==> src/rtl/lmcfb_pkg.sv <==
// Package for the LED matrix chain frame builder.
// Holds the item and result types, mode and opcode constants and the controller/datapath links.
// Depends on nothing.
`timescale 1ns / 1ps

package lmcfb_pkg;

    localparam int ROW_W = 3;
    localparam int ROWS  = 8;
    localparam int CNT_W = 4;

    localparam logic [1:0] ADDR_UNIT_COUNT = 2'd0;

    localparam logic [2:0] MODE_ROW   = 3'd0;
    localparam logic [2:0] MODE_LED   = 3'd1;
    localparam logic [2:0] MODE_FLUSH = 3'd2;
    localparam logic [2:0] MODE_CLEAR = 3'd3;
    localparam logic [2:0] MODE_CTRL  = 3'd4;

    localparam logic [1:0] CTL_SHUTDOWN  = 2'd0;
    localparam logic [1:0] CTL_INTENSITY = 2'd1;
    localparam logic [1:0] CTL_SCANLIMIT = 2'd2;

    localparam logic [7:0] OPC_INTENSITY = 8'd10;
    localparam logic [7:0] OPC_SCANLIMIT = 8'd11;
    localparam logic [7:0] OPC_SHUTDOWN  = 8'd12;

    typedef struct packed {
        logic [2:0] mode;
        logic [2:0] unit;
        logic       all_units;
        logic [2:0] row;
        logic [2:0] column;
        logic [7:0] value;
        logic       led_on;
        logic       defer;
        logic       changed_only;
        logic [1:0] control_op;
    } in_item_t;

    typedef struct packed {
        logic [15:0] chain_word;
        logic        frame_end;
        logic        last;
    } out_item_t;

    typedef enum logic [3:0] {
        ACT_NONE,
        ACT_ROW_DEFER,
        ACT_ROW_SEND,
        ACT_LED,
        ACT_FLUSH_ALL,
        ACT_FLUSH_CHG,
        ACT_CLEAR_ALL,
        ACT_CLEAR_ONE,
        ACT_CTRL_ALL,
        ACT_CTRL_ONE
    } action_t;

    typedef enum logic [1:0] {
        FK_ONE,
        FK_ALL,
        FK_FL_ALL,
        FK_FL_CHG
    } frame_kind_t;

    typedef struct packed {
        logic        load;
        logic        wr_row;
        logic        led_rd;
        logic        led_wr;
        logic        clr_all;
        logic        clr_one;
        logic        word_rd;
        logic        emit;
        logic        frame_end;
        logic        last;
        logic        op_from_frame;
        frame_kind_t kind;
        logic [2:0]  cur_unit;
        logic [2:0]  cur_frame;
    } dp_cmd_t;

    typedef struct packed {
        action_t          action;
        logic             flush_any;
        logic [CNT_W-1:0] unit_count;
    } dp_status_t;

endpackage

==> src/rtl/lmcfb_ram.sv <==
// Generic simple dual-port RAM with one write port and one registered read port.
// Depends on nothing.
`timescale 1ns / 1ps

module lmcfb_ram #(
    parameter int WIDTH  = 8,
    parameter int DEPTH  = 64,
    parameter int ADDR_W = 6
) (
    input  logic              clk,
    input  logic              we,
    input  logic [ADDR_W-1:0] waddr,
    input  logic [WIDTH-1:0]  wdata,
    input  logic              re,
    input  logic [ADDR_W-1:0] raddr,
    output logic [WIDTH-1:0]  rdata
);

    logic [WIDTH-1:0] mem_reg [DEPTH];
    logic [WIDTH-1:0] rdata_reg;

    always_ff @(posedge clk)
    begin
        if (we)
        begin
            mem_reg[waddr] <= wdata;
        end
        if (re)
        begin
            rdata_reg <= mem_reg[raddr];
        end
    end

    assign rdata = rdata_reg;

endmodule

==> src/rtl/lmcfb_dp.sv <==
// Datapath of the LED matrix chain frame builder: item register, shadow rows, pending bits,
// the configuration register and the result register. Depends on lmcfb_pkg and lmcfb_ram.
`timescale 1ns / 1ps

module lmcfb_dp
    import lmcfb_pkg::*;
#(
    parameter int MAX_UNITS = 8
) (
    input  logic        clk,
    input  logic        rst_n,
    input  in_item_t    item,
    input  dp_cmd_t     cmd,
    output dp_status_t  status,
    input  logic        psel,
    input  logic        penable,
    input  logic        pwrite,
    input  logic [1:0]  paddr,
    input  logic [31:0] pwdata,
    output logic [31:0] prdata,
    output out_item_t   result,
    output logic        result_valid
);

    localparam int UIDX_W = (MAX_UNITS > 1) ? $clog2(MAX_UNITS) : 1;
    localparam int ADDR_W = UIDX_W + ROW_W;
    localparam int DEPTH  = MAX_UNITS * ROWS;
    localparam logic [CNT_W-1:0] UNITS_MAX = CNT_W'(MAX_UNITS);

    in_item_t            item_reg;
    logic [7:0]          op_reg;
    logic [7:0]          data_reg;
    logic [CNT_W-1:0]    unit_count_reg;
    logic [7:0]          pending_reg [MAX_UNITS];
    logic [DEPTH-1:0]    valid_reg;
    logic                rvalid_reg;
    logic [ROW_W-1:0]    d_reg;
    logic                has_reg;
    out_item_t           result_reg;
    logic                result_valid_reg;

    logic                unit_ok;
    logic                ctl_ok;
    logic [7:0]          ctl_op;
    logic [7:0]          ctl_data;
    logic [7:0]          cur_pend;
    logic [ROW_W-1:0]    low_d;
    logic [ROW_W-1:0]    pick_d;
    logic                pick_has;
    logic                is_flush;
    logic [ADDR_W-1:0]   raddr;
    logic [ADDR_W-1:0]   waddr;
    logic [7:0]          wdata;
    logic                we;
    logic                re;
    logic [7:0]          rdata;
    logic [7:0]          cur_row;
    logic [7:0]          led_mask;
    logic [7:0]          led_new;
    logic [7:0]          word_op;
    logic [15:0]         word;
    logic                any;
    logic [CNT_W-1:0]    cfg_value;
    logic                cfg_write;

    assign unit_ok = {1'b0, item_reg.unit} < unit_count_reg;

    always_comb
    begin
        ctl_ok = 1'b0;
        if (item_reg.control_op == CTL_SHUTDOWN)
        begin
            ctl_ok = 1'b1;
        end
        else if (item_reg.control_op == CTL_INTENSITY)
        begin
            ctl_ok = item_reg.value < 8'd16;
        end
        else if (item_reg.control_op == CTL_SCANLIMIT)
        begin
            ctl_ok = (item_reg.value >= 8'd1) && (item_reg.value <= 8'd8);
        end
    end

    always_comb
    begin
        status.action = ACT_NONE;
        unique case (item_reg.mode)
            MODE_ROW:
            begin
                if (unit_ok)
                begin
                    status.action = item_reg.defer ? ACT_ROW_DEFER : ACT_ROW_SEND;
                end
            end
            MODE_LED:
            begin
                if (unit_ok)
                begin
                    status.action = ACT_LED;
                end
            end
            MODE_FLUSH:
            begin
                status.action = item_reg.changed_only ? ACT_FLUSH_CHG : ACT_FLUSH_ALL;
            end
            MODE_CLEAR:
            begin
                if (item_reg.all_units)
                begin
                    status.action = ACT_CLEAR_ALL;
                end
                else if (unit_ok)
                begin
                    status.action = ACT_CLEAR_ONE;
                end
            end
            MODE_CTRL:
            begin
                if (ctl_ok && item_reg.all_units)
                begin
                    status.action = ACT_CTRL_ALL;
                end
                else if (ctl_ok && unit_ok)
                begin
                    status.action = ACT_CTRL_ONE;
                end
            end
            default:
            begin
                status.action = ACT_NONE;
            end
        endcase
    end

    always_comb
    begin
        any = 1'b0;
        for (int u = 0; u < MAX_UNITS; u++)
        begin
            if ((CNT_W'(u) < unit_count_reg) && (pending_reg[u] != 8'd0))
            begin
                any = 1'b1;
            end
        end
    end

    assign status.flush_any  = any;
    assign status.unit_count = unit_count_reg;

    always_comb
    begin
        ctl_op   = 8'd0;
        ctl_data = 8'd0;
        unique case (item.control_op)
            CTL_SHUTDOWN:
            begin
                ctl_op   = OPC_SHUTDOWN;
                ctl_data = {7'd0, ~item.value[0]};
            end
            CTL_INTENSITY:
            begin
                ctl_op   = OPC_INTENSITY;
                ctl_data = item.value;
            end
            CTL_SCANLIMIT:
            begin
                ctl_op   = OPC_SCANLIMIT;
                ctl_data = item.value - 8'd1;
            end
            default:
            begin
                ctl_op   = 8'd0;
                ctl_data = 8'd0;
            end
        endcase
    end

    assign cur_pend = pending_reg[cmd.cur_unit[UIDX_W-1:0]];

    always_comb
    begin
        low_d = '0;
        for (int b = ROWS - 1; b >= 0; b--)
        begin
            if (cur_pend[b])
            begin
                low_d = ROW_W'(b);
            end
        end
    end

    assign is_flush = (cmd.kind == FK_FL_ALL) || (cmd.kind == FK_FL_CHG);
    assign pick_d   = (cmd.kind == FK_FL_CHG) ? low_d : cmd.cur_frame;
    assign pick_has = (cmd.kind == FK_FL_CHG) ? (cur_pend != 8'd0) : 1'b1;

    assign raddr = cmd.led_rd ? {item_reg.unit[UIDX_W-1:0], item_reg.row}
                              : {cmd.cur_unit[UIDX_W-1:0], pick_d};
    assign re    = cmd.led_rd | cmd.word_rd;
    assign waddr = {item_reg.unit[UIDX_W-1:0], item_reg.row};
    assign we    = cmd.wr_row | cmd.led_wr;

    assign cur_row  = rvalid_reg ? rdata : 8'd0;
    assign led_mask = 8'h80 >> item_reg.column;
    assign led_new  = item_reg.led_on ? (cur_row | led_mask) : (cur_row & ~led_mask);
    assign wdata    = cmd.led_wr ? led_new : item_reg.value;

    lmcfb_ram #(
        .WIDTH  (8),
        .DEPTH  (DEPTH),
        .ADDR_W (ADDR_W)
    ) u_shadow (
        .clk   (clk),
        .we    (we),
        .waddr (waddr),
        .wdata (wdata),
        .re    (re),
        .raddr (raddr),
        .rdata (rdata)
    );

    assign word_op = cmd.op_from_frame ? ({5'd0, cmd.cur_frame} + 8'd1) : op_reg;

    always_comb
    begin
        word = 16'd0;
        unique case (cmd.kind)
            FK_ONE:
            begin
                if (cmd.cur_unit == item_reg.unit)
                begin
                    word = {word_op, data_reg};
                end
            end
            FK_ALL:
            begin
                word = {word_op, data_reg};
            end
            FK_FL_ALL, FK_FL_CHG:
            begin
                if (has_reg)
                begin
                    word = {({5'd0, d_reg} + 8'd1), cur_row};
                end
            end
            default:
            begin
                word = 16'd0;
            end
        endcase
    end

    assign cfg_value = pwdata[CNT_W-1:0];
    assign cfg_write = psel && penable && pwrite && (paddr == ADDR_UNIT_COUNT);
    assign prdata    = (paddr == ADDR_UNIT_COUNT) ? {28'd0, unit_count_reg} : 32'd0;

    always_ff @(posedge clk or negedge rst_n)
    begin
        if (!rst_n)
        begin
            unit_count_reg   <= UNITS_MAX;
            valid_reg        <= '0;
            result_valid_reg <= 1'b0;
            for (int u = 0; u < MAX_UNITS; u++)
            begin
                pending_reg[u] <= 8'd0;
            end
        end
        else
        begin
            if (cfg_write && (cfg_value >= 4'd1) && (cfg_value <= UNITS_MAX))
            begin
                unit_count_reg <= cfg_value;
            end
            if (we)
            begin
                valid_reg[waddr] <= 1'b1;
            end
            if (cmd.clr_all)
            begin
                valid_reg <= '0;
            end
            if (cmd.clr_one)
            begin
                for (int r = 0; r < ROWS; r++)
                begin
                    valid_reg[{item_reg.unit[UIDX_W-1:0], ROW_W'(r)}] <= 1'b0;
                end
            end
            if (cmd.wr_row && item_reg.defer)
            begin
                pending_reg[item_reg.unit[UIDX_W-1:0]][item_reg.row] <= 1'b1;
            end
            if (cmd.word_rd && is_flush && pick_has)
            begin
                pending_reg[cmd.cur_unit[UIDX_W-1:0]][pick_d] <= 1'b0;
            end
            result_valid_reg <= cmd.emit;
        end
    end

    always_ff @(posedge clk)
    begin
        if (cmd.load)
        begin
            item_reg <= item;
            if (item.mode == MODE_CTRL)
            begin
                op_reg   <= ctl_op;
                data_reg <= ctl_data;
            end
            else if (item.mode == MODE_CLEAR)
            begin
                op_reg   <= 8'd0;
                data_reg <= 8'd0;
            end
            else
            begin
                op_reg   <= {5'd0, item.row} + 8'd1;
                data_reg <= item.value;
            end
        end
        if (cmd.led_wr)
        begin
            data_reg <= led_new;
        end
        if (re)
        begin
            rvalid_reg <= valid_reg[raddr];
        end
        if (cmd.word_rd)
        begin
            d_reg   <= pick_d;
            has_reg <= pick_has;
        end
        if (cmd.emit)
        begin
            result_reg.chain_word <= word;
            result_reg.frame_end  <= cmd.frame_end;
            result_reg.last       <= cmd.last;
        end
    end

    assign result       = result_reg;
    assign result_valid = result_valid_reg;

endmodule

==> src/rtl/lmcfb_ctrl.sv <==
// Controller of the LED matrix chain frame builder: sequences decode, shadow updates and
// the frame and word loops. Depends on lmcfb_pkg.
`timescale 1ns / 1ps

module lmcfb_ctrl
    import lmcfb_pkg::*;
(
    input  logic       clk,
    input  logic       rst_n,
    input  logic       start,
    input  dp_status_t status,
    output dp_cmd_t    cmd,
    output logic       busy
);

    typedef enum logic [2:0] {
        S_IDLE,
        S_DECODE,
        S_LED_WR,
        S_WORD_RD,
        S_WORD_EMIT
    } state_t;

    state_t      state_reg;
    frame_kind_t kind_reg;
    logic        multi_reg;
    logic        opf_reg;
    logic [2:0]  unit_reg;
    logic [2:0]  frame_reg;

    logic [2:0]  top_unit;
    logic [CNT_W-1:0] top_count;
    logic        last_frame;

    assign top_count  = status.unit_count - 4'd1;
    assign top_unit   = top_count[2:0];
    assign last_frame = (kind_reg == FK_FL_CHG) ? !status.flush_any
                                                : (frame_reg == (multi_reg ? 3'd7 : 3'd0));
    assign busy       = (state_reg != S_IDLE);

    always_comb
    begin
        cmd               = '0;
        cmd.kind          = kind_reg;
        cmd.cur_unit      = unit_reg;
        cmd.cur_frame     = frame_reg;
        cmd.op_from_frame = opf_reg;
        cmd.frame_end     = (unit_reg == 3'd0);
        cmd.last          = (unit_reg == 3'd0) && last_frame;
        unique case (state_reg)
            S_IDLE:
            begin
                cmd.load = start;
            end
            S_DECODE:
            begin
                cmd.wr_row  = (status.action == ACT_ROW_DEFER) ||
                              (status.action == ACT_ROW_SEND);
                cmd.led_rd  = (status.action == ACT_LED);
                cmd.clr_all = (status.action == ACT_CLEAR_ALL);
                cmd.clr_one = (status.action == ACT_CLEAR_ONE);
            end
            S_LED_WR:
            begin
                cmd.led_wr = 1'b1;
            end
            S_WORD_RD:
            begin
                cmd.word_rd = 1'b1;
            end
            S_WORD_EMIT:
            begin
                cmd.emit = 1'b1;
            end
            default:
            begin
                cmd.load = 1'b0;
            end
        endcase
    end

    always_ff @(posedge clk or negedge rst_n)
    begin
        if (!rst_n)
        begin
            state_reg <= S_IDLE;
            kind_reg  <= FK_ONE;
            multi_reg <= 1'b0;
            opf_reg   <= 1'b0;
            unit_reg  <= 3'd0;
            frame_reg <= 3'd0;
        end
        else
        begin
            unique case (state_reg)
                S_IDLE:
                begin
                    if (start)
                    begin
                        state_reg <= S_DECODE;
                    end
                end
                S_DECODE:
                begin
                    unit_reg  <= top_unit;
                    frame_reg <= 3'd0;
                    multi_reg <= 1'b0;
                    opf_reg   <= 1'b0;
                    kind_reg  <= FK_ONE;
                    state_reg <= S_WORD_RD;
                    unique case (status.action)
                        ACT_NONE, ACT_ROW_DEFER:
                        begin
                            state_reg <= S_IDLE;
                        end
                        ACT_ROW_SEND, ACT_CTRL_ONE:
                        begin
                            kind_reg <= FK_ONE;
                        end
                        ACT_LED:
                        begin
                            state_reg <= S_LED_WR;
                        end
                        ACT_CTRL_ALL:
                        begin
                            kind_reg <= FK_ALL;
                        end
                        ACT_CLEAR_ALL:
                        begin
                            kind_reg  <= FK_ALL;
                            multi_reg <= 1'b1;
                            opf_reg   <= 1'b1;
                        end
                        ACT_CLEAR_ONE:
                        begin
                            multi_reg <= 1'b1;
                            opf_reg   <= 1'b1;
                        end
                        ACT_FLUSH_ALL:
                        begin
                            kind_reg  <= FK_FL_ALL;
                            multi_reg <= 1'b1;
                        end
                        ACT_FLUSH_CHG:
                        begin
                            kind_reg <= FK_FL_CHG;
                            if (!status.flush_any)
                            begin
                                state_reg <= S_IDLE;
                            end
                        end
                        default:
                        begin
                            state_reg <= S_IDLE;
                        end
                    endcase
                end
                S_LED_WR:
                begin
                    state_reg <= S_WORD_RD;
                end
                S_WORD_RD:
                begin
                    state_reg <= S_WORD_EMIT;
                end
                S_WORD_EMIT:
                begin
                    if (unit_reg != 3'd0)
                    begin
                        unit_reg  <= unit_reg - 3'd1;
                        state_reg <= S_WORD_RD;
                    end
                    else if (last_frame)
                    begin
                        state_reg <= S_IDLE;
                    end
                    else
                    begin
                        unit_reg  <= top_unit;
                        frame_reg <= frame_reg + 3'd1;
                        state_reg <= S_WORD_RD;
                    end
                end
                default:
                begin
                    state_reg <= S_IDLE;
                end
            endcase
        end
    end

endmodule

==> src/rtl/led_matrix_chain_frame_builder.sv <==
// Top level of the LED matrix chain frame builder.
// Joins lmcfb_ctrl and lmcfb_dp; depends on lmcfb_pkg.
//
// Commands enter on item with start; a transfer happens at a clock edge where start is
// high and busy is low. Results leave on result as 16-bit chain words, each
// marked by result_valid for exactly one cycle; the receiver cannot stall them. Words go
// out in chain shift order, the last unit first, with frame_end on the word of unit 0 and
// last on the final word that a command causes.
// Every word is made by a shadow row read and then an emit; a single-LED command first
// reads and rewrites its row.
// Deferred row writes and ignored commands keep busy high for one cycle and give no word.
// unit_count is written through the APB port at address 0; the user must write it only while the block is idle,
// as the block itself does not enforce this. Reset clears the pending bits, sets unit_count to the maximum and
// makes every shadow row read as zero through per-row valid bits; no clearing pass is needed.
`timescale 1ns / 1ps

module led_matrix_chain_frame_builder
    import lmcfb_pkg::*;
#(
    parameter int MAX_UNITS = 8
) (
    input  logic        clk,
    input  logic        rst_n,
    input  logic        start,
    input  in_item_t    item,
    output logic        busy,
    output logic        result_valid,
    output out_item_t   result,
    input  logic        psel,
    input  logic        penable,
    input  logic        pwrite,
    input  logic [1:0]  paddr,
    input  logic [31:0] pwdata,
    output logic [31:0] prdata,
    output logic        pready
);

    dp_cmd_t    cmd;
    dp_status_t status;

    assign pready = 1'b1;

    lmcfb_ctrl u_ctrl (
        .clk    (clk),
        .rst_n  (rst_n),
        .start  (start),
        .status (status),
        .cmd    (cmd),
        .busy   (busy)
    );

    lmcfb_dp #(
        .MAX_UNITS (MAX_UNITS)
    ) u_dp (
        .clk          (clk),
        .rst_n        (rst_n),
        .item         (item),
        .cmd          (cmd),
        .status       (status),
        .psel         (psel),
        .penable      (penable),
        .pwrite       (pwrite),
        .paddr        (paddr),
        .pwdata       (pwdata),
        .prdata       (prdata),
        .result       (result),
        .result_valid (result_valid)
    );

    a_result_from_busy: assert property (@(posedge clk) disable iff (!rst_n)
        result_valid |-> $past(busy))
        else $error("Result word without an active command.");

    a_last_ends_frame: assert property (@(posedge clk) disable iff (!rst_n)
        (result_valid && result.last) |-> result.frame_end)
        else $error("Last word of a command does not end a frame.");

    a_busy_after_start: assert property (@(posedge clk) disable iff (!rst_n)
        (start && !busy) |=> busy)
        else $error("Command transfer did not make the block busy.");

endmodule
==> config.mk <==
export PLATFORM = sky130hd
export DESIGN_NAME = led_matrix_chain_frame_builder
export DESIGN_NICKNAME = d
export VERILOG_FILES = /design/src/rtl/lmcfb_pkg.sv /design/src/rtl/lmcfb_ram.sv /design/src/rtl/lmcfb_dp.sv /design/src/rtl/lmcfb_ctrl.sv /design/src/rtl/led_matrix_chain_frame_builder.sv
export SDC_FILE = /design/constraint.sdc
export NUM_CORES = 1
export LEC_CHECK = 0
export ABC_AREA = 1
export BUFFER_PORTS_ARGS = -buffer_cell sky130_fd_sc_hd__buf_2
export CAP_MARGIN = 20
export CORE_ASPECT_RATIO = 0.7
export CORE_MARGIN = 1
export CORE_UTILIZATION = 55
export DETAILED_ROUTE_END_ITERATION = 7
export PLACE_DENSITY_LB_ADDON = 0.15
export SKIP_LAST_GASP = 1
export SYNTH_ARGS = -nofsm -noshare
export SYNTH_HDL_FRONTEND = slang
export SYNTH_SLANG_ARGS = --single-unit
export TNS_END_PERCENT = 20
==> constraint.sdc <==
create_clock -name clk -period 3.66 [get_ports clk]
set_input_delay 0.549 -clock clk [delete_from_list [all_inputs] [get_ports clk]]
set_output_delay 0.549 -clock clk [all_outputs]
set_load 0.005 [all_outputs]
==> flow_metrics.env <==
export IMPL_grt_pass1_vias=24492
export IMPL_hold_viol_final=8
export IMPL_slew_headroom=0.235
export IMPL_fin_ws_ns=0.0948
export IMPL_fp_dieH_um=211
export IMPL_fillers=5018
export IMPL_drc=4
export IMPL_antenna_found_initial=1
export IMPL_period_needed_ns=3.57
export IMPL_hold_ws_ns=-0.0197
export IMPL_num_io_pins=119
export IMPL_area_delta_synth_final_pct=14.5
export IMPL_critPathLaunchType="flip-flop"
export IMPL_placeableCoreArea_um2=61700
export IMPL_timing_fmax_mhz=280
export IMPL_clockBufferDepth=3
export IMPL_synth_xor_area_frac=0.00204
export IMPL_initial_core_util=0.558
export IMPL_setup_tns_ns=0
export IMPL_cp_slowest_cell="dfrtp_2"
export IMPL_yosys_area_top_type="edfxtp_1"
export IMPL_min_path_type="input pin to asynchronous set/reset pin"
export IMPL_rrSetupSlack_ns=0.09
export IMPL_largest_register_ffs=512
export IMPL_clock_latency_ns=0.63
export IMPL_reg2reg_depth=22
export IMPL_via_count=26459
export IMPL_setup_viol=0
export IMPL_place_inst=4476
export IMPL_crit_chain="buf_12 > o21ai_0 > nand2_1 > nand2_1 > nand2_1 > nand2_1 > inv_1 > nand2_1 > nand2_1 > nand2_1 > nand2_1 > nand2_1 > nand3_4 > nand2_8 > buf_12 > nand2_1 > nand3_1 > nand3_1 > nand3_1 > nand3_1 > nand3_4 > nand2_1"
export IMPL_ys_warn_count=0
export IMPL_wl_per_cell_um=21.3
export IMPL_cts_tree="built"
export IMPL_placementRows=76
export IMPL_critPathCaptureType="flip-flop"
export IMPL_max_cap_violations=0
export IMPL_cpMostUsedCell="nand2_1"
export IMPL_numCtsBuffers=71
export IMPL_clock_skew_ns=0.0176
export IMPL_ant_nets=0
export IMPL_grt_max_degree=83
export IMPL_viasPerCell=5.73
export IMPL_clkTransAtPathRegs_ns=0.06
export IMPL_violations="design-rule violations, negative hold slack"
export IMPL_synth_compound_area_share=0.0397
export IMPL_cp_data_arrival_time_ns=3.94
export IMPL_synthSimpleGateAreaFrac=0.248
export IMPL_place_congestion=0.963
export IMPL_yosys_top_cells_count="nand3_1 (633), edfxtp_1 (577), nand2_1 (556)"
export IMPL_fin_cells=4616
export IMPL_ys_flop_type="edfxtp_1"
export IMPL_h_tree_depth=3
export IMPL_die_x_um=301
export IMPL_ys_ff_latch=723
export IMPL_synth_top_family_by_area="simple AND/OR/NAND/NOR gates"
export IMPL_hpwlAfterDp_mm=65.3
export IMPL_worstPathRequired_ns=4.04
export IMPL_cts_root_buf="clkbuf_16"
export IMPL_grt_ovfl_total=0
export IMPL_drt_wl_total_mm=98.3
export IMPL_p_leak_uw=0.0166
export IMPL_portBuffers=57
export IMPL_critPathMaxFanout=29
export IMPL_synthMuxAreaShare=0.000291
export IMPL_total_power_uw=28500
export IMPL_netlist_area_um2=34400
export IMPL_cts_sinks=723
export IMPL_ys_seq_area_frac=0.610
export IMPL_worst_slew_pin_transition_ns=1.14
export IMPL_final_nets=3824
export IMPL_ys_async_sr_fraction=0.202
export IMPL_fin_crit_sh=0.974
export IMPL_holdBufCountCts=0
export IMPL_dieArea_um2=63600
export IMPL_grt_pass1_wl_mm=147
export IMPL_grt_use_total=0.307
export IMPL_crit_type="flip-flop to flip-flop"
export IMPL_first_pass_iters=8
export IMPL_power_density_nw_per_um2=724
export IMPL_drive_gt1_frac=0.116
export IMPL_avgSynthCellArea_um2=9.65
export IMPL_yosys_top_cells_area="edfxtp_1 (50%), dfrtp_1 (11%), nand3_1 (9.2%)"
export IMPL_synth_top_area_frac=0.504
export IMPL_synthAdderAreaFrac=0.00582
export IMPL_drtIter0Drc=3300
export IMPL_synth_most_common_cell="nand3_1"
export IMPL_ir_drop_v=0.000401
export IMPL_netlist_instances=3565
export IMPL_status="finished with violations"
export IMPL_post_place_ws_ns=-0.0500
export IMPL_synth_edff_count=577
export IMPL_final_max_slew_violation_count=0
export IMPL_critPathMaxStageDelay_ns=0.46
export IMPL_ys_types=44
export IMPL_diodes=0
-- per-layer routing --
| metal | up-vias | GRT usage | routed length [µm] |
|---|---|---|---|
| li1 | 12251 | - | - |
| met1 | 12714 | 0.466 | 43400 |
| met2 | 1331 | 0.450 | 42600 |
| met3 | 163 | 0.0609 | 10000 |
| met4 | 0 | 0.0847 | 2270 |
| met5 | - | 0 | 0 |
-- cell families (layout without fill, tap and decap cells) --
| kind of cell | after synthesis | count (layout) |
|---|---|---|
| buffers and inverters | 774 | 975 |
| xor gates and xnor gates | 8 | 8 |
| and+or+nand+nor | 1793 | 1793 |
| AOI/OAI and AO/OA | 248 | 248 |
| muxes | 1 | 1 |
| other | 2 | 33 |
| DFF | 723 | 723 |
| adders and majority gates | 16 | 16 |
-- path summary, 6_finish.rpt --
| kind | start | to |
|---|---|---|
| max in group asynchronous | rst_n | u_dp.unit_count_reg[3] |
| hold / removal | rst_n | u_dp.pending_reg[27] |
| setup / recovery | u_ctrl.unit_reg[0] | u_dp.u_shadow.rdata[6] |
| setup reg to reg | u_ctrl.unit_reg[0] | u_dp.u_shadow.rdata[6] |
| min in group clk | item[2] | u_dp.item_reg[2] |
| hold reg to reg | u_dp.valid_reg[6] | u_dp.valid_reg[6] |
-- metrics by stage --
| step | utilization | area (µm²) |
|---|---|---|
| after global placement | 0.596 | 36800 |
| after CTS | 0.633 | 39000 |
| after detailed placement | 0.596 | 36800 |
| after global routing | 0.639 | 39400 |
| final | 0.639 | 39400 |
| after floorplan | - | 34500 |
-- what timing repair did --
action / 4_1_cts / 5_1_grt
buffers inserted: 0 / 7
gates cloned: 0 / 5
setup endpoints to repair: 6 / 9
resized for setup: 1 / 38
pin swaps: 0 / 6
-- layout make-up --
| type | count | area, µm² | area share |
|---|---|---|---|
| Timing Repair Buffer | 284 | 2530 | 0.0641 |
| Tap cell | 819 | 1020 | 0.0260 |
| Multi-Input combinational cell | 2099 | 10500 | 0.267 |
| Inverter | 563 | 2120 | 0.0539 |
| Clock buffer | 96 | 1890 | 0.0480 |
| Clock inverter | 32 | 350 | 0.00889 |
| Sequential cell | 723 | 21000 | 0.532 |
-- where the power goes --
group | switching [µW] | internal [µW] | total (µW)
clock | 3160 | 4080 | 7250
combinational | 7050 | 3390 | 10400
sequential | 423 | 10400 | 10800
total | 10600 | 17900 | 28500
-- placed cells by master (no fill, tap or decap), types with 4 or more instances in the layout --
cell type    n
nand3_2     19
edfxtp_1   577
nand3b_1   198
buf_2       56
bufinv_16    6
nand3_1    619
nand2_1    552
o22ai_1     32
conb_1      33
o21ai_1     12
clkbuf_1    23
inv_1      541
dfrtp_1    144
o211ai_1     4
buf_6        9
nor2_1     295
nand4_1     14
clkinv_2     9
clkinv_1    23
nand2_2      8
nor3_1      56
buf_4      184
a21oi_1     27
xnor2_1      4
nor4_1      17
a31oi_1     20
ha_1        16
buf_16       5
buf_12      25
inv_2        6
inv_6        5
xor2_1       4
o21ai_0    133
o21ai_4      7
clkbuf_16   76
-- critical path, delay by kind of cell, from the launching register on --
family	cells	cell delay, ns
flip-flops	1	0.46
AO/OA/AOI/OAI	1	0.28
buffers and inverters	3	0.42
AND/OR/NAND/NOR	18	2.12
No activity file was read; power rests on OpenSTA's default activity.
